File: src/hw/rtl/mme_pkg.sv
package mme_pkg;

    localparam int MAX_DIM      = 64;
    localparam int ELEMENT_BITS = 16;
    localparam int RESULT_BITS  = 38;
    localparam int FIELD_BITS   = 6;
    localparam int DIM_BITS     = 7;
    localparam int IDX_BITS     = $clog2(MAX_DIM);
    localparam int ADDR_BITS    = 2 * IDX_BITS;
    localparam int STORE_DEPTH  = 2 ** ADDR_BITS;
    localparam int PROD_BITS    = 2 * ELEMENT_BITS;
    localparam int DIM_CAP      = (MAX_DIM < 64) ? MAX_DIM : 64;
    localparam int CMD_DEPTH    = 4;
    localparam int CMD_PTR_BITS = $clog2(CMD_DEPTH);
    localparam int CMD_CNT_BITS = CMD_PTR_BITS + 1;

    typedef enum logic [1:0] {
        ACT_LOAD_A  = 2'd0,
        ACT_LOAD_B  = 2'd1,
        ACT_COMPUTE = 2'd2
    } action_t;

    typedef enum logic [1:0] {
        CFG_ROWS_A    = 2'd0,
        CFG_INNER_DIM = 2'd1,
        CFG_COLS_B    = 2'd2
    } cfg_reg_t;

    typedef enum logic [1:0] {
        S_IDLE,
        S_HOLD,
        S_ISSUE,
        S_WAIT
    } back_state_t;

    typedef struct packed {
        logic [1:0]              action;
        logic [FIELD_BITS-1:0]   row_index;
        logic [FIELD_BITS-1:0]   col_index;
        logic signed [15:0]      element_value;
    } in_item_t;

    typedef struct packed {
        logic signed [RESULT_BITS-1:0] result_value;
        logic [FIELD_BITS-1:0]         result_col;
        logic                          last_in_row;
    } out_item_t;

    typedef struct packed {
        action_t                        kind;
        logic [FIELD_BITS-1:0]          row;
        logic [FIELD_BITS-1:0]          col;
        logic signed [ELEMENT_BITS-1:0] value;
    } cmd_t;

    typedef struct packed {
        logic [DIM_BITS-1:0] inner_dim;
        logic [DIM_BITS-1:0] cols_b;
    } dims_t;

    function automatic logic [DIM_BITS-1:0] eff_dim(input logic [DIM_BITS-1:0] r);
        logic [DIM_BITS-1:0] d;
        d = r;
        if (r == '0)
        begin
            d = DIM_BITS'(1);
        end
        else if (r > DIM_BITS'(DIM_CAP))
        begin
            d = DIM_BITS'(DIM_CAP);
        end
        return d;
    endfunction

endpackage

File: src/hw/rtl/mme_front.sv
module mme_front
    import mme_pkg::*;
(
    input  logic                      clk,
    input  logic                      rst_n,
    input  logic                      push,
    output logic                      full,
    input  in_item_t                  in_item,
    input  logic                      cfg_valid,
    output logic                      cfg_ready,
    input  logic [1:0]                cfg_index,
    input  logic [DIM_BITS-1:0]       cfg_data,
    output logic                      cmd_valid,
    input  logic                      cmd_pop,
    output cmd_t                      cmd,
    output dims_t                     dims
);

    logic [DIM_BITS-1:0]     rows_a_reg;
    logic [DIM_BITS-1:0]     inner_dim_reg;
    logic [DIM_BITS-1:0]     cols_b_reg;
    cmd_t                    queue_reg [CMD_DEPTH];
    logic [CMD_PTR_BITS-1:0] wptr_reg;
    logic [CMD_PTR_BITS-1:0] rptr_reg;
    logic [CMD_CNT_BITS-1:0] count_reg;
    logic [CMD_CNT_BITS-1:0] count_next;
    logic                    accept;
    logic                    keep;
    logic                    enq;
    cmd_t                    new_cmd;

    assign cfg_ready = 1'b1;
    assign full      = (count_reg == CMD_CNT_BITS'(CMD_DEPTH));
    assign cmd_valid = (count_reg != '0);
    assign accept    = push && !full;
    assign enq       = accept && keep;
    assign cmd       = queue_reg[rptr_reg];
    assign dims.inner_dim = eff_dim(inner_dim_reg);
    assign dims.cols_b    = eff_dim(cols_b_reg);

    always_comb
    begin
        keep          = 1'b0;
        new_cmd.kind  = ACT_COMPUTE;
        new_cmd.row   = in_item.row_index;
        new_cmd.col   = in_item.col_index;
        new_cmd.value = ELEMENT_BITS'(in_item.element_value);
        unique case (in_item.action) inside
            ACT_LOAD_A, ACT_LOAD_B:
            begin
                new_cmd.kind = action_t'(in_item.action);
                keep = ({1'b0, in_item.row_index} < DIM_BITS'(MAX_DIM))
                    && ({1'b0, in_item.col_index} < DIM_BITS'(MAX_DIM));
            end
            ACT_COMPUTE:
            begin
                keep = ({1'b0, in_item.row_index} < eff_dim(rows_a_reg));
            end
            default:
            begin
                keep = 1'b0;
            end
        endcase
    end

    always_comb
    begin
        count_next = count_reg;
        if (enq && !cmd_pop)
        begin
            count_next = count_reg + CMD_CNT_BITS'(1);
        end
        else if (!enq && cmd_pop)
        begin
            count_next = count_reg - CMD_CNT_BITS'(1);
        end
    end

    always_ff @(posedge clk or negedge rst_n)
    begin
        if (!rst_n)
        begin
            rows_a_reg    <= DIM_BITS'(64);
            inner_dim_reg <= DIM_BITS'(64);
            cols_b_reg    <= DIM_BITS'(64);
            wptr_reg      <= '0;
            rptr_reg      <= '0;
            count_reg     <= '0;
        end
        else
        begin
            if (cfg_valid)
            begin
                unique case (cfg_index)
                    CFG_ROWS_A:    rows_a_reg    <= cfg_data;
                    CFG_INNER_DIM: inner_dim_reg <= cfg_data;
                    CFG_COLS_B:    cols_b_reg    <= cfg_data;
                    default:       ;
                endcase
            end
            if (enq)
            begin
                wptr_reg <= wptr_reg + CMD_PTR_BITS'(1);
            end
            if (cmd_pop)
            begin
                rptr_reg <= rptr_reg + CMD_PTR_BITS'(1);
            end
            count_reg <= count_next;
        end
    end

    always_ff @(posedge clk)
    begin
        if (enq)
        begin
            queue_reg[wptr_reg] <= new_cmd;
        end
    end

endmodule

File: config.mk
export PLATFORM = sky130hd
export DESIGN_NAME = mme_front
export DESIGN_NICKNAME = d
export VERILOG_FILES = /design/src/hw/rtl/mme_pkg.sv /design/src/hw/rtl/mme_front.sv
export SDC_FILE = /design/constraint.sdc
export NUM_CORES = 1
export LEC_CHECK = 0
export BUFFER_PORTS_ARGS = -buffer_cell sky130_fd_sc_hd__buf_2
export CAP_MARGIN = 20
export CORE_MARGIN = 3
export CORE_UTILIZATION = 45
export CTS_BUF_LIST = sky130_fd_sc_hd__clkbuf_16
export CTS_CLUSTER_SIZE = 40
export DETAILED_ROUTE_END_ITERATION = 6
export GPL_TIMING_DRIVEN = 0
export PLACE_DENSITY = 0.71
export SYNTH_ARGS = -nofsm -noshare
export SYNTH_HDL_FRONTEND = slang
export SYNTH_SLANG_ARGS = --single-unit
File: constraint.sdc
create_clock -name clk -period 3.3 [get_ports clk]
set_clock_uncertainty 0.1 [all_clocks]
set_input_delay 0.33 -clock clk [delete_from_list [all_inputs] [get_ports clk]]
set_output_delay 0.33 -clock clk [all_outputs]
set_load 0.02 [all_outputs]
==> impl_metrics.yaml, run 1 <==
critical_path:
  path_buf_inv: 2
  cp_max_fo: 7
  crit_slowest_cell: "dfstp_2"
  cp-end-kind: "flip-flop"
  worstPathArrival_ps: 3370
  start_kind: "flip-flop"
  worst_ep_required_time_ps: 3530
  slowest_delay_ps: 570
  critPathTopFamily: "compound AO/OA/AOI/OAI gates"
  crit_chain: "inv_4 -> nand2_2 -> ha_4 -> a21o_1 -> a221o_4 -> a2111oi_4 -> ha_2 -> inv_1 -> fa_2 -> xor2_1 -> nor2_1 -> xor2_1"
  critPathKind: "reg -> reg"
  crit_path_frequent_cell: "xor2_1"
layout:
  drive_above_1_share_pct: 43.6
  diodes: 0
  fin_util_pct: 56.8
  syn2layout_area_growth_pct: 22.9
  nNetsFinal: 450
  largest_register_ffs: 120
  fill_cells: 992
  final_cells: 580
clocking:
  worstSkewPairLatency_ps: 410
  clkTransAtPathRegs_ps: 60
  cts_buffer_depth: 2
  htree_num_levels: 4
  cts_root_buf: "clkbuf_16"
  cts_sinks: 148
  tritoncts: "yes"
  numCtsBuffers: 17
floorplanning:
  row_count: 41
  core_mm2: 0.0127
  die_y_um: 120
  io_pins: 91
  initial_core_util_pct: 46.2
  die_w_um: 120
  dieArea_mm2: 0.0144
sta:
  finalSetupViolCount: 0
  period_needed_ps: 3140
  fmax_mhz: 319
  fin_crit_sh_pct: 95.1
  timing_worst_slew_pin_value_ps: 657
  slew_violations: 0
  hold_ws_ps: 24.9
  slew-limit-headroom_pct: 56.2
  hold_viol: 0
  worst_slack_ps: 162
drt:
  ant_nets: 0
  wl_per_cell_um: 18.0
  viasPerCell: 5.11
  first_iter_violations: 199
  wl_mm: 10.5
  drcViolationCount: 0
  via_count: 2965
  dr.pass1.iters: 4
yosys:
  ys_warn_count: 0
  synth-edff-count: 120
  ys_types: 36
  synth_area_mm2: 0.00586
  syn_nets: 338
  async_flop_share_pct: 18.9
  ys.flop_type: "edfxtp_1"
  synth-seq-cells: 148
  syn_avg_cell_area_um2: 20.7
  ys_seq_area_share_pct: 73.6
  synthCells: 283
power:
  power.total_w: 0.00624
  powerDensity_mw_per_mm2: 868
  ir_drop_v: 0.000371
  leakage_nw: 2.66
place:
  port_buffers: 89
  dp_cells: 544
  pre_cts_ws_ps: -234
  gp_congestion: 0.724
  place_hpwl_mm: 6.59
worst_hold_path:
  hold_class: "in -> reg"
grt:
  grt_max_degree: 31
  grt-ovfl-total: 0
  grt_pass1_wl_mm: 17.0
  antenna_found_initial: 0
  grt_pass1_vias: 3252
  track_usage_pct: 15.9
job:
  drv_cap: 0
outcome:
  outcome: "complete, no violations"
==> through the flow <==
stage | area, um^2 | TNS, ps
3_5_place_dp | 6520 | -22850
4_1_cts | 7160 | 0
5_1_grt | 7200 | -18.3
2_1_floorplan | 5860 | 0
3_3_place_gp | 6520 | -18140
6_report | 7200 | 0
==> per-layer routing <==
layer | global-route usage, % | share of wire, % | vias up
met5 | 0 | 0 | -
met4 | 5.30 | 1.3 | 0
met3 | 6.36 | 6.2 | 12
met2 | 24.8 | 50 | 85
met1 | 20.4 | 43 | 1528
li1 | - | - | 1340
==> synthesized netlist by cell type, types with 3 or more instances <==
master	n	share of area (%)
and2_1	4	0.43
buf_1	3	0.19
buf_2	3	0.26
clkbuf_1	4	0.26
dfrtp_1	25	11
dfstp_2	3	1.3
edfxtp_1	120	62
ha_1	10	2.1
inv_1	6	0.38
mux2_1	19	3.7
mux4_2	30	12
nand2_1	7	0.45
nor2_1	6	0.38
nor2b_1	12	1.3
xnor2_1	3	0.45
xor2_1	3	0.45
==> cell usage in the layout (no fill, tap or decap), drive strengths merged, types with 2 or more instances in the layout <==
master / n
edfxtp: 120
buf: 99
mux4: 30
dfrtp: 25
mux2: 22
clkbuf: 21
nor2b: 12
ha: 10
inv: 8
nand2: 7
clkinv: 7
nor2: 6
and2: 4
bufinv: 4
xnor2: 3
xor2: 3
dfstp: 3
nor3: 2
a21oi: 2
a2111oi: 2
nand3b: 2
clkinvlp: 2
nor3b: 2
==> cells by family after synthesis <==
kind of cell    count (synthesis)  share of synthesized area, %
buf+inv                        17                          1.22
other cells                     1                        0.0640
flops                         148                          73.6
mux                            52                          15.8
simple gates                   38                          3.72
compound gates                 10                          2.22
fa+ha+maj                      11                          2.48
xor+xnor                        6                         0.898
==> report_power, final <==
group	total, W	internal, W	switching [W]	leakage, nW
clock	0.00197	0.00126	0.000716	0.302
combinational	0.00179	0.000765	0.00102	0.941
sequential	0.00248	0.00236	0.000126	1.42
total	0.00624	0.00438	0.00187	2.66
==> path summary, 6_finish.rpt <==
check                      cells past startpoint                to           from  slack (ps)
max in group asynchronous                      2       rptr_reg[0]          rst_n        2310
setup reg to reg                              12      count_reg[2]  rows_a_reg[6]         160
hold / removal                                 1   queue_reg[0][0]     in_item[0]          20
hold reg to reg                                1     rows_a_reg[0]  rows_a_reg[0]         390
min in group asynchronous                      2  inner_dim_reg[2]          rst_n         370
setup / recovery                              12      count_reg[2]  rows_a_reg[6]         160
==> worst reg2reg max path, cell delays in order (launching register included) <==
cell and delay [ps]:
dfstp_2 570, inv_4 60, nand2_2 70, ha_4 200, a21o_1 160, a221o_4 400, a2111oi_4 370, ha_2 240
inv_1 60, fa_2 350, xor2_1 160, nor2_1 130, xor2_1 180
==> cell type report <==
cell class                 count  area [um^2]  area share [%]
multi-input combinational    118         1510            20.9
timing repair buffer          93          478            6.64
buffer                        11         48.8           0.678
inverter                       6         25.0           0.348
clock buffer                  17          425            5.91
clock inverter                15          189            2.63
tap                          172          215            2.99
sequential                   148         4310            59.9
==> what timing repair did <==
| item | in CTS | in global routing |
|---|---|---|
| hold buffers | 1 | 0 |
| setup buffers | 1 | 2 |
| setup endpoints to repair | 122 | 1 |
| hold endpoints to repair | 25 | 0 |
| pin swaps | 1 | 6 |
| gates resized for setup | 4 | 6 |
(Power assumes the default switching activity.)
==> run 2, diff against run 1 <==
--- a/config.mk
+++ b/config.mk
@@ -5,6 +5,7 @@
 export SDC_FILE = /design/constraint.sdc
 export NUM_CORES = 1
 export LEC_CHECK = 0
+export ABC_AREA = 1
 export BUFFER_PORTS_ARGS = -buffer_cell sky130_fd_sc_hd__buf_2
 export CAP_MARGIN = 20
 export CORE_MARGIN = 3
@@ -14,6 +15,8 @@
 export DETAILED_ROUTE_END_ITERATION = 6
 export GPL_TIMING_DRIVEN = 0
 export PLACE_DENSITY = 0.71
+export RECOVER_POWER = 25
+export SETUP_SLACK_MARGIN = 0.2
 export SYNTH_ARGS = -nofsm -noshare
 export SYNTH_HDL_FRONTEND = slang
 export SYNTH_SLANG_ARGS = --single-unit
==> impl_metrics.yaml, run 2 <==
critical_path:
  cp_max_fo: 3
  critPathKind: "reg -> reg"
  reg2reg_from: "rows_a_reg[2]"
  worstPathArrival_ps: 3110
  reg2reg_to: "count_reg[1]"
  cp-end-kind: "flip-flop"
  slowest_delay_ps: 430
  reg2reg_slack_ps: 390
  rr_worst_depth: 19
  crit_slowest_cell: "fa_2"
  start_kind: "flip-flop"
  worst_ep_required_time_ps: 3490
  crit_chain: "nor2_1 -> nand2_2 -> o31ai_4 -> buf_4 -> nand2_1 -> ha_1 -> nand2_1 -> inv_1 -> nand2_1 -> nand2_1 -> nand2_1 -> nand2_1 -> nand2_2 -> nand2_4 -> inv_4 -> ha_4 -> inv_2 -> fa_2 -> mux2_2"
  crit_path_frequent_cell: "nand2_1"
layout:
  nNetsFinal: 669
  final_common_cell: "edfxtp_1"
  final_cell_mix: "120 x edfxtp_1, 82 x o21ai_0, 75 x nor2_1"
  syn2layout_area_growth_pct: 24.1
  largest_register_ffs: 120
  fill_cells: 1039
  diodes: 0
  design_area_mm2: 0.00741
  drive_above_1_share_pct: 21.2
floorplanning:
  io_pins: 91
  row_count: 41
  core_mm2: 0.0128
  die_w_um: 121
  dieArea_mm2: 0.0147
  die_y_um: 121
  initial_core_util_pct: 46.7
yosys:
  synth.area.top_cells: "edfxtp_1 60%, dfrtp_1 10%, o21ai_0 7.0%"
  synth-seq-cells: 148
  netlist.area_leader.share_pct: 60.4
  synth_area_mm2: 0.00597
  netlist_top_cells_count: "120 x edfxtp_1, 83 x o21ai_0, 79 x nor2_1"
  ys_seq_area_share_pct: 72.2
  syn_avg_cell_area_um2: 12.2
  yosysMostFrequentCell: "edfxtp_1"
  ys_types: 30
  ys_warn_count: 0
  synthCells: 491
  yosys.area.top_type: "edfxtp_1"
  synth-edff-count: 120
  ys.flop_type: "edfxtp_1"
  syn_nets: 546
  async_flop_share_pct: 18.9
power:
  p_sw_w: 0.00239
  powerDensity_mw_per_mm2: 882
  swShare_pct: 36.6
  seq_power_share_pct: 37.3
  ir_drop_v: 0.000522
  p_int_w: 0.00414
  leakage_nw: 2.88
  combPwrFrac_pct: 34.8
  p_clk_share_pct: 27.9
clocking:
  numCtsBuffers: 17
  cts_sinks: 148
  worstSkewPairLatency_ps: 410
  clkTransAtPathRegs_ps: 60
  htree_num_levels: 4
  cts_root_buf: "clkbuf_16"
  cts_buffer_depth: 2
  tritoncts: "yes"
sta:
  hold_viol: 0
  fmax_mhz: 343
  rsz0062_at_grt: "false"
  slew_violations: 0
  slew-limit-headroom_pct: 57.6
  fin_crit_sh_pct: 88.3
  hold_ws_ps: 43.6
  timing_worst_slew_pin_value_ps: 636
  period_needed_ps: 2910
  finalSetupTns_ps: 0
  finalSetupViolCount: 0
  worst_slack_ps: 387
worst_hold_path:
  min_to: "rptr_reg[0]"
  hold_class: "in -> reg"
  worstHoldStart: "cmd_pop"
  hold_path_depth: 2
grt:
  grt_max_degree: 29
  grt_pass1_wl_mm: 21.1
  track_usage_pct: 18.9
  grt-ovfl-total: 0
  antenna_found_initial: 0
  grt_pass1_vias: 4226
drt:
  first_iter_violations: 301
  wl_per_cell_um: 16.6
  via_count: 4164
  ant_nets: 0
  drcViolationCount: 0
  wl_mm: 13.2
  viasPerCell: 5.21
  dr.pass1.iters: 5
place:
  gp_congestion: 0.797
  port_buffers: 89
  pre_cts_ws_ps: 97.7
  postPlaceCellArea_mm2: 0.00674
  place_hpwl_mm: 8.57
outcome:
  outcome: "complete, no violations"
job:
  drv_cap: 0
==> run 2: changes by cell type after synthesis, sizes merged, moves of 4 or more <==
cell	change
clkbuf	+16
nand2	+42
inv	+33
o21ai	+83
nand3	+6
nor2b	-12
and2	-4
o22ai	+30
mux4	-30
nor2	+75
mux2	-21
==> run 2: cell families (layout without fill, tap and decap cells) <==
group | after synthesis | after routing | synth area share (%)
mux | 1 | 1 | 0.189
fa+ha+maj | 11 | 11 | 2.43
other cells | 1 | 1 | 0.0628
buf+inv | 65 | 201 | 4.25
xor+xnor | 4 | 4 | 0.587
flops | 148 | 148 | 72.2
simple gates | 141 | 141 | 9.43
compound gates | 120 | 120 | 10.9
==> run 2: worst max-delay path by stage <==
stage,cells past startpoint,end,from,slack [ps]
after floorplan,11,queue_reg[2][0],rows_a_reg[2],-200
after global placement,11,queue_reg[0][1],rows_a_reg[0],-1330
after detailed placement,17,count_reg[2],rows_a_reg[2],100
after CTS,17,count_reg[2],rows_a_reg[2],280
after global routing,21,count_reg[2],rows_a_reg[2],200
final,19,count_reg[1],rows_a_reg[2],390
==> run 2: area by class of cell <==
cell class	count	area (um^2)	share of cell area [%]
well taps	172	215	2.90
flip-flops and latches	148	4310	58.1
repair buffers	104	588	7.94
clock buffers	17	425	5.74
clock inverters	15	144	1.94
multi-input cells	278	1470	19.9
plain buffers	26	108	1.45
inverters	39	149	2.01
==> run 2: power by group through the flow <==
stage                     combinational, W  clock [W]  sequential [W]
after global routing               0.00252    0.00193         0.00247
after detailed placement           0.00224          0         0.00247
after global placement             0.00211          0         0.00248
after floorplan                    0.00141          0         0.00245
final                              0.00228    0.00182         0.00244
after CTS                          0.00227    0.00186         0.00244
==> run 2: repair_timing <==
item                                    CTS  global route
hold buffers                              3             0
endpoints found under the setup margin    2            24
cloned                                    0             0
hold endpoints to repair                 31             0
buffers inserted                          2             6
resized for setup                         1            11
pin swaps                                 1             8
==> run 2: per-layer routing <==
metal,vias up,part of all wire [%],global-route usage (%)
li1,1978,-,-
met1,2028,41,21.8
met2,144,52,32.9
met3,14,6.7,5.92
met4,0,0.96,7.70
met5,-,0,0
==> run 2: critical path: cells and delay by family (launching register included) <==
family	cells	cell delay (ps)
flops	1	390
fa+ha+maj	3	850
buf+inv	4	310
simple gates	10	690
compound gates	1	190
mux	1	270
==> run 2: per-stage QoR <==
stage | instances | power [W] | utilization (%)
4_1_cts | 793 | 0.00656 | 57.6
6_report | 799 | 0.00654 | 58.0
3_5_place_dp | 756 | 0.00471 | 52.7
2_1_floorplan | 491 | 0.00387 | -
5_1_grt | 799 | 0.00691 | 58.0
3_3_place_gp | 752 | 0.00459 | 51.9
